[src/rhcc_pkg.sv]
// Shared constants and helpers for the RGB/HSV color converter.
package rhcc_pkg;

    localparam int FRAC_BITS = 15;
    localparam int CW = FRAC_BITS + 1;
    localparam int DW = FRAC_BITS + 3;
    localparam int QW = FRAC_BITS + 1;
    localparam int PW = 16;
    localparam int EW = (CW > PW) ? CW : PW;

    localparam logic [CW-1:0] ONE = {1'b1, {FRAC_BITS{1'b0}}};

    localparam logic FUNC_RGB2HSV = 1'b0;
    localparam logic FUNC_HSV2RGB = 1'b1;

    function automatic logic [CW-1:0] clamp_in(input logic [PW-1:0] x);
        logic [EW-1:0] ext;
        ext = EW'(x);
        return (ext > EW'(ONE)) ? ONE : ext[CW-1:0];
    endfunction

    function automatic logic [PW-1:0] to_out(input logic [CW-1:0] x);
        logic [CW+PW-1:0] ext;
        ext = (CW+PW)'(x);
        return ext[PW-1:0];
    endfunction

endpackage

[src/rhcc_hsv2rgb.sv]
// HSV to RGB datapath: two multiply stages, sextant select, then delay to divider latency.
module rhcc_hsv2rgb (
    input  logic                          aclk,
    input  logic                          en,
    input  logic [2:0]                    i_in,
    input  logic [rhcc_pkg::FRAC_BITS-1:0] f_in,
    input  logic [rhcc_pkg::CW-1:0]        s_in,
    input  logic [rhcc_pkg::CW-1:0]        v_in,
    input  logic                          sz_in,
    output logic [rhcc_pkg::CW-1:0]        r_out,
    output logic [rhcc_pkg::CW-1:0]        g_out,
    output logic [rhcc_pkg::CW-1:0]        b_out
);
    import rhcc_pkg::*;

    localparam int DLY = QW - 3;

    logic [CW-1:0]   p3_reg, sf3_reg, s1f3_reg, v3_reg;
    logic [2:0]      i3_reg, i4_reg;
    logic            sz3_reg, sz4_reg;
    logic [CW-1:0]   p4_reg, q4_reg, t4_reg, v4_reg;
    logic [CW-1:0]   a5_reg, b5_reg, c5_reg;
    logic [CW-1:0]   da_reg [DLY];
    logic [CW-1:0]   db_reg [DLY];
    logic [CW-1:0]   dc_reg [DLY];

    logic [2*CW-1:0] p_prod, sf_prod, s1f_prod, q_prod, t_prod;
    logic [CW-1:0]   f_ext;
    logic [CW-1:0]   a5_next, b5_next, c5_next;

    assign f_ext    = CW'(f_in);
    assign p_prod   = v_in * (ONE - s_in);
    assign sf_prod  = s_in * f_ext;
    assign s1f_prod = s_in * (ONE - f_ext);
    assign q_prod   = v3_reg * (ONE - sf3_reg);
    assign t_prod   = v3_reg * (ONE - s1f3_reg);

    always_comb begin
        if (sz4_reg) begin
            a5_next = v4_reg; b5_next = v4_reg; c5_next = v4_reg;
        end else begin
            case (i4_reg)
                3'd0: begin a5_next = v4_reg; b5_next = t4_reg; c5_next = p4_reg; end
                3'd1: begin a5_next = q4_reg; b5_next = v4_reg; c5_next = p4_reg; end
                3'd2: begin a5_next = p4_reg; b5_next = v4_reg; c5_next = t4_reg; end
                3'd3: begin a5_next = p4_reg; b5_next = q4_reg; c5_next = v4_reg; end
                3'd4: begin a5_next = t4_reg; b5_next = p4_reg; c5_next = v4_reg; end
                default: begin a5_next = v4_reg; b5_next = p4_reg; c5_next = q4_reg; end
            endcase
        end
    end

    always_ff @(posedge aclk) begin
        if (en) begin
            p3_reg   <= p_prod[FRAC_BITS +: CW];
            sf3_reg  <= sf_prod[FRAC_BITS +: CW];
            s1f3_reg <= s1f_prod[FRAC_BITS +: CW];
            v3_reg   <= v_in;
            i3_reg   <= i_in;
            sz3_reg  <= sz_in;
            p4_reg   <= p3_reg;
            q4_reg   <= q_prod[FRAC_BITS +: CW];
            t4_reg   <= t_prod[FRAC_BITS +: CW];
            v4_reg   <= v3_reg;
            i4_reg   <= i3_reg;
            sz4_reg  <= sz3_reg;
            a5_reg   <= a5_next;
            b5_reg   <= b5_next;
            c5_reg   <= c5_next;
            for (int k = 0; k < DLY; k++) begin
                da_reg[k] <= (k == 0) ? a5_reg : da_reg[k-1];
                db_reg[k] <= (k == 0) ? b5_reg : db_reg[k-1];
                dc_reg[k] <= (k == 0) ? c5_reg : dc_reg[k-1];
            end
        end
    end

    assign r_out = da_reg[DLY-1];
    assign g_out = db_reg[DLY-1];
    assign b_out = dc_reg[DLY-1];

endmodule

[config.mk]
export PLATFORM = sky130hd
export DESIGN_NAME = rhcc_hsv2rgb
export DESIGN_NICKNAME = d
export VERILOG_FILES = /design/src/rhcc_pkg.sv /design/src/rhcc_hsv2rgb.sv
export SDC_FILE = /design/constraint.sdc
export NUM_CORES = 2
export LEC_CHECK = 0
export CAP_MARGIN = 0
export CORE_UTILIZATION = 49
export DETAILED_ROUTE_END_ITERATION = 7
export DONT_BUFFER_PORTS = 1
export PLACE_DENSITY = 0.65
export SLEW_MARGIN = 20
export SYNTH_ARGS = -nofsm -noshare
export SYNTH_HDL_FRONTEND = slang
export SYNTH_SLANG_ARGS = --single-unit
[constraint.sdc]
create_clock -name aclk -period 11.23 [get_ports aclk]
set_clock_uncertainty 0.2 [all_clocks]
set_input_delay 2.246 -clock aclk [delete_from_list [all_inputs] [get_ports aclk]]
set_output_delay 2.246 -clock aclk [all_outputs]
set_load 0.01 [all_outputs]
Word level (Yosys, flattened, before mapping)

Memory sizes are Yosys's and may differ from the RTL's.
Index checks and enable logic that the tools add are counted.

Add/subtract/negate cells: 4
Multiply operators: 5
Equality and inequality tests: 4
Muxes and demuxes: 8
Reductions and logical operators: 5

Operator list:

| kind                     | count |
|---|---|
| $pmux W16 S3             | 3 |
| $mul A17 B17 Y31         | 4 |
| $sub A16 B16 Y17 const A | 3 |
| $mux W16                 | 3 |
| $mul A16 B15 Y31         | 1 |
| $sub A16 B15 Y17 const A | 1 |
| $reduce_or A2 Y1         | 4 |
| $eq A3 B2 Y1 const B     | 2 |
| $eq A3 B1 Y1 const B     | 1 |
| $eq A3 B3 Y1 const B     | 1 |
| $logic_not A3 Y1         | 1 |
| $mux W1                  | 2 |

Register bits after elaboration: 184
Memory bits (writable): 624
Input port bits: 53
Output and inout bits: 48
Word-level logic and storage cells: 44
Memories kept: 3

Memories:

| memory | words | bits a word | read ports | clocked after Yosys merged registers in | wr ports | line               | source |
|---|---|---|---|---|---|---|---|
| da_reg | 13    | 16          | 13         | 0                                       | 13       | rhcc_hsv2rgb.sv:23 | `logic [CW-1:0] da_reg [DLY];` |
| db_reg | 13    | 16          | 13         | 0                                       | 13       | rhcc_hsv2rgb.sv:24 | `logic [CW-1:0] db_reg [DLY];` |
| dc_reg | 13    | 16          | 13         | 0                                       | 13       | rhcc_hsv2rgb.sv:25 | `logic [CW-1:0] dc_reg [DLY];` |

Longest topological paths before layout

Depth after elaboration: 4
Gate-level depth with buffers: 32
Mapped depth without buffers: 30

Least setup slack after synthesis

Ideal clock, no wire load.

Kind: input-to-reg
From: input port f_in[4] (netlist bit)
To: register s1f3_reg[10], data pin
Setup time: 264 ps
Data arrival time: 9,174 ps
Required time: 10,766 ps
Path slack: 1,593 ps
Stages: 28
Path buffers: 2
Cell sequence: buf_4 -> or4_4 -> or3_4 -> or2_2 -> xor2_1 -> clkbuf_1 -> nand2_1 -> fa_1 -> inv_1 -> fa_1 -> inv_1 -> fa_1 -> inv_1 -> fa_1 -> fa_1 -> inv_1 -> fa_1 -> inv_1 -> ha_1 -> nand4_1 -> a21oi_1 -> a211oi_1 -> a31oi_1 -> a41o_1 -> a31oi_1 -> inv_1 -> a221oi_1 -> xnor2_1

Longest elaborated chain between the ends: 2

Ends and longest elaborated chain:

| item                 | line               | source |
|---|---|---|
| from (decl)          | rhcc_hsv2rgb.sv:6  | `input logic [rhcc_pkg::FRAC_BITS-1:0] f_in,` |
| $sub A16 B15 Y17     | rhcc_hsv2rgb.sv:34 | `assign s1f_prod = s_in * (ONE - f_ext);` |
| $mul A17 B17 Y31     | rhcc_hsv2rgb.sv:34 |  |
| via s1f_prod[25]     | rhcc_hsv2rgb.sv:27 | `logic [2*CW-1:0] p_prod, sf_prod, s1f_prod, q_prod, t_prod;` |
| to (signal assigned) | rhcc_hsv2rgb.sv:57 | `s1f3_reg <= s1f_prod[FRAC_BITS +: CW];` |
| to (decl)            | rhcc_hsv2rgb.sv:18 | `logic [CW-1:0] p3_reg, sf3_reg, s1f3_reg, v3_reg;` |

The timed path passes the listed nets, and every way through them passes these cells.
A chain may end at the register's enable or synchronous reset.

Worst setup path after layout

From: input port f_in[5] (netlist bit)
To: register s1f3_reg[9], data pin

The elaborated chain is that of the path after synthesis.

==> key figures <==
Job
  – Max cap viols: 0

Timing
  – Final total negative setup slack: 0 ps
  – RSZ-0062 raised after global routing: no
  – Hold WS: around 200 ps
  – Setup violators final: 0
  – Final hold vios: 0
  – FMAX: approximately 0.11 GHz
  – Pins Over Slew Limit: 729
  – Worst-margin pin slew: around 3500 ps
  – Minimum clock period: 9422 ps
  – Final worst-path cycle share: 0.8390
  – Slew margin rel.: -1.319

Setup path
  – Crit Path Class: in2reg
  – Max incr delay on CP: between 500 and 600 ps
  – Crit path buffers/inverters: 5
  – Crit path required time: ~11000 ps
  – Crit. End Element: flip-flop
  – CP dominant cell by count: fa_1
  – Worst EP arrival: approximately 9600 ps
  – Worst Setup Start Kind: input port
  – CP max FO: 18
  – Critical path's slowest cell: xor2_2
  – CP delay by family, top: adder cells

Floorplan
  – Die height: between 300 and 400 µm
  – Core ar.: about 0.14 mm²
  – Top Ports: about 100
  – Std-Cell Rows: roughly 140
  – Starting Density: 0.4947
  – Die area: 0.1406 mm²
  – Die X: roughly 380 µm

Drt
  – DRC Markers: 0
  – Final wirelength: around 140 mm
  – DR iter-0 viols: 2405
  – Routed len/inst: ~18 µm
  – Vias: a little under 40000
  – Final ANT Viol Nets: 0
  – Vias per cell: 5.197
  – DRT Pass-1 Iters: 5

Final layout
  – Post-route insts no fill: around 7600
  – Layout cells sized above 1: 0.04055
  – N_diodes: 0
  – Syn-to-layout area delta: 5.847%
  – Layout Utilization: 0.5236
  – # nets final: roughly 7300

Synth
  – Ranking of synthesized cells by area: edfxtp_1 (36%), fa_1 (29%), ha_1 (9.6%), inv_1 (6.3%), and2_1 (5.5%)
  – Synth Flop Type: edfxtp_1
  – Post-Synthesis Cells: 5894
  – Synth Cell Area: 0.06818 mm²
  – Mapped Nets: between 7000 and 8000
  – Flops & latches, synth: approximately 810
  – Asr flop ratio synth: 0
  – Netlist cell types: 70
  – Share of the synthesized area in the top cell type: 0.3559
  – Syn Area/Cell: 11.57 µm²
  – Most numerous cell in the Yosys netlist: inv_1
  – Sequential area share after synthesis: 0.3559
  – Post-synth EDFFs: between 800 and 900
  – Synth warn: 0
  – Dominant cell type by area after synthesis: edfxtp_1
  – Commonest cells post-synth: inv_1 (1147), fa_1 (995), edfxtp_1 (808), nand2_1 (703), and2_1 (596)

Status
  – Status: complete, but fails checks
  – Failing checks: max-slew violations

Global routing
  – Vias in the first global route: approximately 42000
  – First-pass GRT wire length: 221.0 mm
  – Gr usage total: 0.1984
  – Largest net degree at the start of global routing: a little over 800
  – Remaining global-route overflow: 0
  – Initial antenna violation count: 2

CTS
  – Cts repair resizes: 0
  – Clock root buffer: clkbuf_16
  – CTS sink cnt: approximately 810
  – CTS tree: yes
  – Hold buffers post-CTS: 0
  – Post-CTS setup buffer count: 0
  – Clk Latency, worst-skew pair: between 600 and 700 ps
  – Clk pin slew, worst setup/hold paths: ~60 ps
  – Num CTS Buffers: between 70 and 80
  – H-tree depth: 3
  – Longest Clk Path Bufs: 3

Placement
  – Post-DP HPWL: slightly below 100 mm
  – Placed insts: around 7500
  – IO buf count: 0
  – Routability Congestion: around 0.9

Hold path
  – Hold WC Path Type: reg2reg
-- cell type report --
cell class                 count  area, µm²
sequential                   808      24260
multi-input combinational   3641      38430
fill                       11840      65670
timing repair buffer          65      488.0
tap                         1794       2245
clock buffer                  91       1979
inverter                    1147       4305
clock inverter                44      457.9
-- layout by cell type (no fill, tap or decap), drive strengths merged, types with 27 or more instances in the layout --
master | synthesis | layout
nor3 | 29 | 29
a21o | 27 | 27
edfxtp | 808 | 808
buf | 70 | 65
a21oi | 113 | 113
xor2 | 36 | 36
nand2 | 704 | 704
and2 | 596 | 596
inv | 1147 | 1153
o21ai | 50 | 50
o22a | 32 | 32
fa | 995 | 995
or2 | 29 | 29
ha | 522 | 522
mux2i | 64 | 64
clkbuf | 228 | 91
xnor2 | 108 | 108
clkinv | 0 | 32
nor2 | 158 | 158
-- per-layer routing --
layer,track usage,wire (µm),up-vias
li1,-,-,17993
met1,0.2631,57570,20141
met2,0.3361,66010,1077
met3,0.02683,7445,233
met4,0.06658,4244,0
met5,0,0,-
-- worst reg2reg max path, cell delays in order, from the launching register on --
cell and delay [ps]:
edfxtp_1 650, inv_1 140, ha_1 200, nor3b_1 330, nand2b_1 110, or3_1 520, nor4_2 450, nand2_1 170
xor2_2 820, nand2_1 190, fa_1 550, inv_1 60, fa_1 580, fa_1 440, fa_1 460, fa_1 520
fa_1 420, ha_1 340, and4_1 210, and2_1 140, and3_1 180, o211ai_2 110, a21oi_1 450, a41o_1 340
o21a_1 160, nor2_1 50, xnor2_1 130
-- path summary, 6_finish.rpt --
path,start,end,slack [ps],depth (start not counted)
min reg2reg,dc_reg[1][2],dc_reg[1][18],200,0
min,dc_reg[1][2],dc_reg[1][18],200,0
max,f_in[5],s1f3_reg[9],1810,28
max reg2reg,sf3_reg[0],q4_reg[14],2060,26
-- per-stage QoR --
step	instance area (µm²)	worst slack (ps)
final	72170	1808
after global routing	72170	1368
after CTS	72150	1786
after detailed placement	69710	1090
after global placement	69710	1256
after floorplan	68180	1593
-- logic make-up (layout without fill, tap and decap cells) --
family / Yosys count / count (layout) / synth area share
simple gates: 1624 / 1624 / 0.1179
fa+ha+maj: 1517 / 1517 / 0.3879
buf+inv: 1445 / 1347 / 0.08256
flops: 808 / 808 / 0.3559
compound gates: 292 / 292 / 0.02758
xor+xnor: 144 / 144 / 0.01872
mux: 64 / 64 / 0.009396
Power is left out: the tool's default activity adds up to more than one toggle a clock period on the data nets, which glitch-free logic cannot reach.
