===== src/rhcc_pkg.sv =====
// Shared constants and helpers for the RGB/HSV color converter.
package rhcc_pkg;

    localparam int FRAC_BITS = 15;
    localparam int CW = FRAC_BITS + 1;
    localparam int DW = FRAC_BITS + 3;
    localparam int QW = FRAC_BITS + 1;
    localparam int PW = 16;
    localparam int EW = (CW > PW) ? CW : PW;

    localparam logic [CW-1:0] ONE = {1'b1, {FRAC_BITS{1'b0}}};

    localparam logic FUNC_RGB2HSV = 1'b0;
    localparam logic FUNC_HSV2RGB = 1'b1;

    function automatic logic [CW-1:0] clamp_in(input logic [PW-1:0] x);
        logic [EW-1:0] ext;
        ext = EW'(x);
        return (ext > EW'(ONE)) ? ONE : ext[CW-1:0];
    endfunction

    function automatic logic [PW-1:0] to_out(input logic [CW-1:0] x);
        logic [CW+PW-1:0] ext;
        ext = (CW+PW)'(x);
        return ext[PW-1:0];
    endfunction

endpackage


===== src/rhcc_div.sv =====
// Pipelined restoring divider, one quotient bit per stage: q = (num << FRAC_BITS) / den.
module rhcc_div (
    input  logic                   aclk,
    input  logic                   en,
    input  logic [rhcc_pkg::DW-1:0] num_in,
    input  logic [rhcc_pkg::DW-1:0] den_in,
    output logic [rhcc_pkg::QW-1:0] q_out
);
    import rhcc_pkg::*;

    logic [DW-1:0] rem_reg  [QW];
    logic [QW-1:0] low_reg  [QW];
    logic [DW-1:0] den_reg  [QW];
    logic [QW-1:0] q_reg    [QW];
    logic [DW-1:0] rem_next [QW];
    logic [QW-1:0] low_next [QW];
    logic [DW-1:0] den_next [QW];
    logic [QW-1:0] q_next   [QW];

    always_comb begin
        logic [DW-1:0] prem;
        logic [QW-1:0] plow;
        logic [DW-1:0] pden;
        logic [QW-1:0] pq;
        logic [DW:0]   t;
        logic          ge;
        for (int k = 0; k < QW; k++) begin
            if (k == 0) begin
                prem = num_in >> 1;
                plow = {num_in[0], {FRAC_BITS{1'b0}}};
                pden = den_in;
                pq   = '0;
            end else begin
                prem = rem_reg[k-1];
                plow = low_reg[k-1];
                pden = den_reg[k-1];
                pq   = q_reg[k-1];
            end
            t  = {prem, plow[QW-1]};
            ge = (t >= {1'b0, pden});
            rem_next[k] = ge ? DW'(t - {1'b0, pden}) : t[DW-1:0];
            low_next[k] = plow << 1;
            den_next[k] = pden;
            q_next[k]   = {pq[QW-2:0], ge};
        end
    end

    always_ff @(posedge aclk) begin
        if (en) begin
            for (int k = 0; k < QW; k++) begin
                rem_reg[k] <= rem_next[k];
                low_reg[k] <= low_next[k];
                den_reg[k] <= den_next[k];
                q_reg[k]   <= q_next[k];
            end
        end
    end

    assign q_out = q_reg[QW-1];

endmodule


===== config.mk =====
export PLATFORM = sky130hd
export DESIGN_NAME = rhcc_div
export DESIGN_NICKNAME = d
export VERILOG_FILES = /design/src/rhcc_pkg.sv /design/src/rhcc_div.sv
export SDC_FILE = /design/constraint.sdc
export NUM_CORES = 1
export LEC_CHECK = 0
export ABC_AREA = 1
export BUFFER_PORTS_ARGS = -buffer_cell sky130_fd_sc_hd__buf_2
export CORE_UTILIZATION = 56
export CTS_CLUSTER_SIZE = 10
export DETAILED_ROUTE_END_ITERATION = 7
export PLACE_DENSITY_LB_ADDON = 0.3
export SYNTH_ARGS = -nofsm -noshare
export SYNTH_HDL_FRONTEND = slang
export SYNTH_SLANG_ARGS = --single-unit

===== constraint.sdc =====
create_clock -name aclk -period 5 [get_ports aclk]
set_input_delay 0.5 -clock aclk [delete_from_list [all_inputs] [get_ports aclk]]
set_output_delay 0.5 -clock aclk [all_outputs]
set_load 0.05 [all_outputs]

Yosys cells after proc, flatten, opt, wreduce, memory -nomap -nowiden:

Memory sizes are Yosys's and may differ from the RTL's.
Index checks and enable logic that the tools add are counted.

* $lt $le $gt $ge: 16
* add/subtract/negate cells: 16
* muxes and demuxes: 18

Operator list (count)
* $mux 18: 16
* $sub 18x18->18: 16
* $ge 19x18->1: 15
* $ge 18x18->1: 1
* $mux 1: 2

* input bits: 38
* bits in registers: 0
* logic and storage cells: 54
* memory bits (writable): 1072
* memories: 4

Memories
* den_reg: depth 16, width 18, read ports 15, clocked after memory_dff 0, write ports 16, RTL line rhcc_div.sv:13 `logic [DW-1:0] den_reg [QW];`
* rem_reg: depth 16, width 18, read ports 15, clocked after memory_dff 0, write ports 16, RTL line rhcc_div.sv:11 `logic [DW-1:0] rem_reg [QW];`
* q_reg: depth 16, width 16, read ports 16, clocked after memory_dff 0, write ports 16, RTL line rhcc_div.sv:14 `logic [QW-1:0] q_reg [QW];`
* low_reg: depth 16, width 15, read ports 15, clocked after memory_dff 0, write ports 16, RTL line rhcc_div.sv:12 `logic [QW-1:0] low_reg [QW];`

Depth between registers and ports, before layout:

Gate-level depths: netlist (run 1).
An unclocked memory read counts as a cell.

* word-level depth: 3
* depth in mapped cells: 16
* gate-level depth less buffers: 15

Worst setup path before layout (run 1):

Ideal clock, no wire load.

* path kind: input to register
* start: input num_in[0] (netlist name)
* end: memory rem_reg[0][9] (netlist name) (data pin)
* library setup time: 0.252 ns
* path buffers: 1
* arrival: 1.942 ns
* slack: 2.806 ns
* stages on the path: 15
* path through: inv_1 ha_1 inv_1 fa_1 nand2_1 nand2_1 nand3b_1 nand2_1 nand2_1 nand2_1 nand2_1 nand2_2 buf_4 nand2_1 nand2_1

RTL lines
* start: declaration: RTL line rhcc_div.sv:5 `input logic [rhcc_pkg::DW-1:0] num_in,`
* end: declaration: RTL line rhcc_div.sv:11

==> impl_metrics.tcl, run 1 <==
set metrics [dict create \
    tightest_slew_ps 1140 \
    area_growth_pct 8.04 \
    synth_top_family_by_area "simple AND/OR/NAND/NOR gates" \
    htree_levels 3 \
    final_area_um2 46000 \
    muxShareOfSynthArea 0 \
    root_buffer "clkbuf_16" \
    clk_transition_reported_paths_ps 60 \
    start_util 0.569 \
    dieArea_um2 77100 \
    cts_resized 0 \
    slew_headroom 0.234 \
    instances_no_fill 6064 \
    synth_nets 5319 \
    yosys.area_share.simple 0.289 \
    hold_path.class "primary input to register" \
    rr_worst_depth 7 \
    ctsHoldBuffers 0 \
    gp_congestion 0.948 \
    maxSlewViolCount 0 \
    holdCritStartpoint "den_in[13]" \
    place_area_um2 43700 \
    peakVddDrop_uv 424 \
    ys_ff_latch 676 \
    crit_path_cell_trace "inv_1 -> ha_1 -> nand2_1 -> nor3_1 -> a31oi_2 -> nand3_1 -> nand2_1" \
    grt_overflow 0 \
    cts_tree "yes" \
    dpl.cell_count 5958 \
    drv_cap 0 \
    yosys_warnings 0 \
    reg2reg_slack_ps 2330 \
    grt_pass1_vias 30800 \
    cpPeakStageDelay_ps 910 \
    crit_arrival_ps 3150 \
    drt-initial-drc-count 3072 \
    wire_per_inst_um 16.9 \
    worst_slack_ps 2330 \
    hold_path_depth 1 \
    grt_max_degree 104 \
    dpl_worst_slack_ps 2180 \
    numPortBuffers 53 \
    postRouteWirelength_um 102000 \
    drtAntennaViolNets 0 \
    fin_crit_sh 0.534 \
    antenna_cells 0 \
    fmax_mhz 374 \
    rsz0062_at_grt "false" \
    synth_cells 4979 \
    synth_seq_area_share 0.477 \
    cp_max_fo 18 \
    die_height_um 278 \
    synth_xor_area_frac 0.0274 \
    die-width_um 278 \
    status "complete, no violations" \
    min_period_ps 2670 \
    syn_area_um2 42600 \
    hold_violations 0 \
    leakage_uw 0.0221 \
    cpLargestDelayFamily "compound AO/OA/AOI/OAI gates" \
    drtPass1Iterations 6 \
    clock_latency_ps 630 \
    syn_area_per_cell_um2 8.55 \
    crit_type "register to register" \
    synthAdderAreaFrac 0.0914 \
    critPathRequiredTime_ps 5480 \
    endpoint_kind "register" \
    grt_usage 0.265 \
    cts.sinks 676 \
    r2r_end "rem_reg[0][119]" \
    cp_num_buf_inv 1 \
    via_per_inst 5.40 \
    grt_first_pass_wirelength_um 163000 \
    hpwl_um 78000 \
    cts-buffers-inserted 81 \
    synth_compound_gate_area_share 0.0356 \
    postCtsSetupBuffers 0 \
    slowest_stage "a31oi_2" \
    rows 100 \
    cts_buffer_depth 3 \
    drive_above_1_share 0.0695 \
    drc 0 \
    clock_skew_ps 22.8 \
    tns_ps 0 \
    start_kind "register" \
    nNetsFinal 5412 \
    ioPinCount 54 \
    r2r_start "den_reg[0][97]" \
    coreArea_um2 74800 \
    vias 32800 \
    crit_top_cell "nand2_1" \
    final-setup-viol-count 0 \
    whs_endpoint "den_reg[0][13]" \
    p_per_area_nw_per_um2 587 \
    yosysUniqueCellTypes 41 \
    antenna_found_initial 0 \
]
per-layer routing:
layer | part of all wire | GRT usage
met5 | 0 | 0
met4 | 0.029 | 0.0813
met1 | 0.45 | 0.364
met2 | 0.47 | 0.439
met3 | 0.058 | 0.0323
power breakdown:
group	switching (uW)	internal, uW	leakage [uW]
sequential	916	8250	0.00662
combinational	8270	4340	0.0144
clock	2180	3030	0.00111
total	11400	15600	0.0221
kinds of logic after synthesis:
group / Yosys count
adder cells (fa/ha/maj): 302
buffers and inverters: 829
flip-flops: 676
AO/OA/AOI/OAI: 242
AND/OR/NAND/NOR: 2797
XOR/XNOR: 133
area by class of cell:
| type | instances | area (um^2) |
|---|---|---|
| Multi-Input combinational cell | 3474 | 18900 |
| Clock buffer | 87 | 2070 |
| Fill cell | 6466 | 28800 |
| Inverter | 778 | 2920 |
| Sequential cell | 676 | 20300 |
| Tap cell | 969 | 1210 |
| Timing Repair Buffer | 61 | 423 |
| Clock inverter | 19 | 188 |
through the flow:
step	total power, uW	utilization	hold WS [ps]
3_5_place_dp	21600	0.584	405
3_3_place_gp	21400	0.584	400
4_1_cts	26900	0.615	30.0
2_1_floorplan	18600	-	400
6_report	27000	0.615	69.8
5_1_grt	29000	0.615	46.5
worst reg2reg max path, stage by stage, from the launching register on:
cell,delay [ps]
edfxtp_1,420
inv_1,70
ha_1,350
nand2_1,270
nor3_1,110
a31oi_2,910
nand3_1,250
nand2_1,150
Yosys cell counts, drive strengths merged:
library cell	instances	area share
a211oi	1	0.00018
a21oi	166	0.023
a31oi	7	0.0021
and2	7	0.0010
and3	7	0.0010
buf	51	0.011
edfxtp	676	0.48
fa	15	0.0071
ha	287	0.084
inv	778	0.069
nand2	1732	0.16
nand3	510	0.062
nand3b	107	0.019
nand4	26	0.0075
nor2	325	0.031
nor3	65	0.0076
nor3b	2	0.00035
o21a	1	0.00018
o21ai	53	0.0076
o21bai	14	0.0025
or2	16	0.0024
xnor2	14	0.0029
xor2	119	0.024
how the worst max path moves through the flow:
| stage | from | to | cells past startpoint |
|---|---|---|---|
| after global placement | num_in[0] | rem_reg[0][15] | 16 |
| after detailed placement | num_in[0] | rem_reg[0][13] | 16 |
| final | den_reg[0][97] | rem_reg[0][119] | 7 |
| after global routing | den_reg[0][86] | rem_reg[0][103] | 8 |
| after floorplan | num_in[0] | rem_reg[0][9] | 15 |
| after CTS | den_reg[0][86] | rem_reg[0][101] | 8 |
cell usage in the layout, fill, tap and decap left out, types with 42 or more instances in the layout:
cell type | Yosys | routed
nand2_1 | 1679 | 1679
inv_1 | 757 | 757
edfxtp_1 | 676 | 676
nand3_1 | 495 | 495
nor2_1 | 297 | 297
ha_1 | 287 | 287
a21oi_1 | 131 | 131
xor2_1 | 119 | 119
nand3b_1 | 107 | 107
clkbuf_16 | 0 | 82
nor3_1 | 65 | 65
buf_2 | 15 | 52
nand2_2 | 42 | 42
No activity file was read; power rests on OpenSTA's default activity.
==> run 2, diff against run 1 <==
==> constraint.sdc (replaced) <==
create_clock -name aclk -period 2.7 [get_ports aclk]
set_input_delay 0.27 -clock aclk [delete_from_list [all_inputs] [get_ports aclk]]
set_output_delay 0.27 -clock aclk [all_outputs]
set_load 0.05 [all_outputs]
==> run 2 against run 1 <==
Against the previous run: global-route usage is 1.2 points higher; register-to-register slack worse by 2100 ps; critical path depth is 10 higher; cell area is 1.7% higher; sequential power is 85% higher; first-iteration DRC count is 2.1% lower; worst hold slack better by 44 ps; sequential cell count stayed put; power is 87% higher; die area stayed put; clock power is 87% higher; sequential share of layout area is 0.74 points lower.
==> impl_metrics.tcl, run 2 (synthesized netlist as in run 1, its figures left out) <==
set metrics [dict create \
    coreArea_um2 74800 \
    rows 100 \
    cts_tree "yes" \
    cpPeakStageDelay_ps 530 \
    status "complete, no violations" \
    grt_pass1_vias 31400 \
    cts_buffer_depth 3 \
    worst_slack_ps 205 \
    endpoint_kind "register" \
    nNetsFinal 5497 \
    min_period_ps 2500 \
    slew_headroom 0.373 \
    instances_no_fill 6157 \
    drtPass1Iterations 6 \
    numPortBuffers 53 \
    crit_arrival_ps 2980 \
    drv_cap 0 \
    die-width_um 278 \
    fmax_mhz 401 \
    htree_levels 3 \
    wire_per_inst_um 17.2 \
    peakVddDrop_uv 584 \
    rsz0062_at_grt "false" \
    gp_congestion 0.938 \
    dieArea_um2 77100 \
    drc 0 \
    drtAntennaViolNets 0 \
    clock_skew_ps 31.1 \
    tns_ps 0 \
    root_buffer "clkbuf_16" \
    cts.sinks 676 \
    crit_top_cell "nand2_1" \
    clk_transition_reported_paths_ps 50 \
    start_util 0.569 \
    wl_met2_um 48300 \
    grt_first_pass_wirelength_um 169000 \
    dr.max_layer_used "met4" \
    grt_max_degree 77 \
    n_fill_cell 6368 \
    die_height_um 278 \
    drt-initial-drc-count 3008 \
    final-setup-viol-count 0 \
    wl_met1_um 48200 \
    cp_max_fo 21 \
    cts-buffers-inserted 82 \
    hold_violations 0 \
    ioPinCount 54 \
    critPathRequiredTime_ps 3180 \
    tightest_slew_ps 938 \
    final_common_cell "nand2_1" \
    maxSlewViolCount 0 \
    postRouteWirelength_um 106000 \
    final_cell_mix "nand2_1, inv_1, edfxtp_1" \
    p_per_area_nw_per_um2 1080 \
    slowest_stage "dlygate4sd3_1" \
    antenna_found_initial 0 \
    crit_type "primary input to register" \
    leakage_uw 0.0225 \
    antenna_cells 0 \
    area_growth_pct 9.88 \
    dr_wl_met3_um 7050 \
    clock_latency_ps 630 \
    final_util 0.625 \
    vias 33200 \
    grt_usage 0.277 \
    hpwl_um 81500 \
    crit_path_cell_trace "dlygate4sd3_1 -> buf_2 -> inv_1 -> ha_1 -> inv_1 -> fa_1 -> nand2_1 -> nand2_1 -> nand3b_1 -> nand2_1 -> nand2_1 -> nand2_1 -> nand2_1 -> nand2_2 -> inv_6 -> nand2_1 -> nand2_1" \
    dpl.cell_count 6006 \
    drive_above_1_share 0.0777 \
    cpLargestDelayFamily "simple AND/OR/NAND/NOR gates" \
    start_kind "primary input" \
    dpl_worst_slack_ps 166 \
    grt_overflow 0 \
    via_per_inst 5.39 \
    hold_path.class "primary input to register" \
    postCtsSetupBuffers 0 \
    cp_num_buf_inv 5 \
    fin_crit_sh 0.924 \
]
run 2: worst paths after layout:
check / cells past startpoint / endpoint / slack [ps] / from
worst min-delay path: 1 / den_reg[0][123] / 110 / en
worst max-delay path: 17 / rem_reg[0][11] / 200 / num_in[0]
worst min register to register: 0 / q_reg[1][37] / 410 / q_reg[1][20]
worst max register to register: 11 / rem_reg[1][70] / 210 / den_reg[1][36]
run 2: final cells by class:
class | instances | area (um^2) | share of cell area
multi-input cells | 3474 | 18900 | 0.403
inverters | 778 | 2930 | 0.0626
clock inverters | 25 | 224 | 0.00479
clock buffers | 90 | 2080 | 0.0445
well taps | 969 | 1210 | 0.0259
flip-flops and latches | 676 | 20300 | 0.434
repair buffers | 145 | 1160 | 0.0247
run 2: per-stage QoR:
stage | hold WS [ps] | area (um^2) | total power, uW
floorplan | 369 | 42600 | 34400
global route | 107 | 46800 | 54400
CTS | 99.6 | 46800 | 50500
global placement | 400 | 44100 | 40200
finish | 114 | 46800 | 50600
detailed placement | 405 | 44100 | 40500
run 2: repair_timing:
action | 4_1_cts | 5_1_grt
endpoints found under the hold margin | 36 | 0
resized for setup | 0 | 1
hold buffers | 36 | 0
endpoints found under the setup margin | 0 | 7
run 2: power by group:
| group | internal, uW | switching (uW) |
|---|---|---|
| sequential | 15300 | 1730 |
| combinational | 8440 | 15400 |
| clock | 5580 | 4170 |
| total | 29300 | 21300 |
run 2: per-layer routing:
metal,vias to the layer above,track usage
li1,16600,-
met1,15300,0.394
met2,1111,0.445
met3,159,0.0341
met4,0,0.0765
met5,-,0
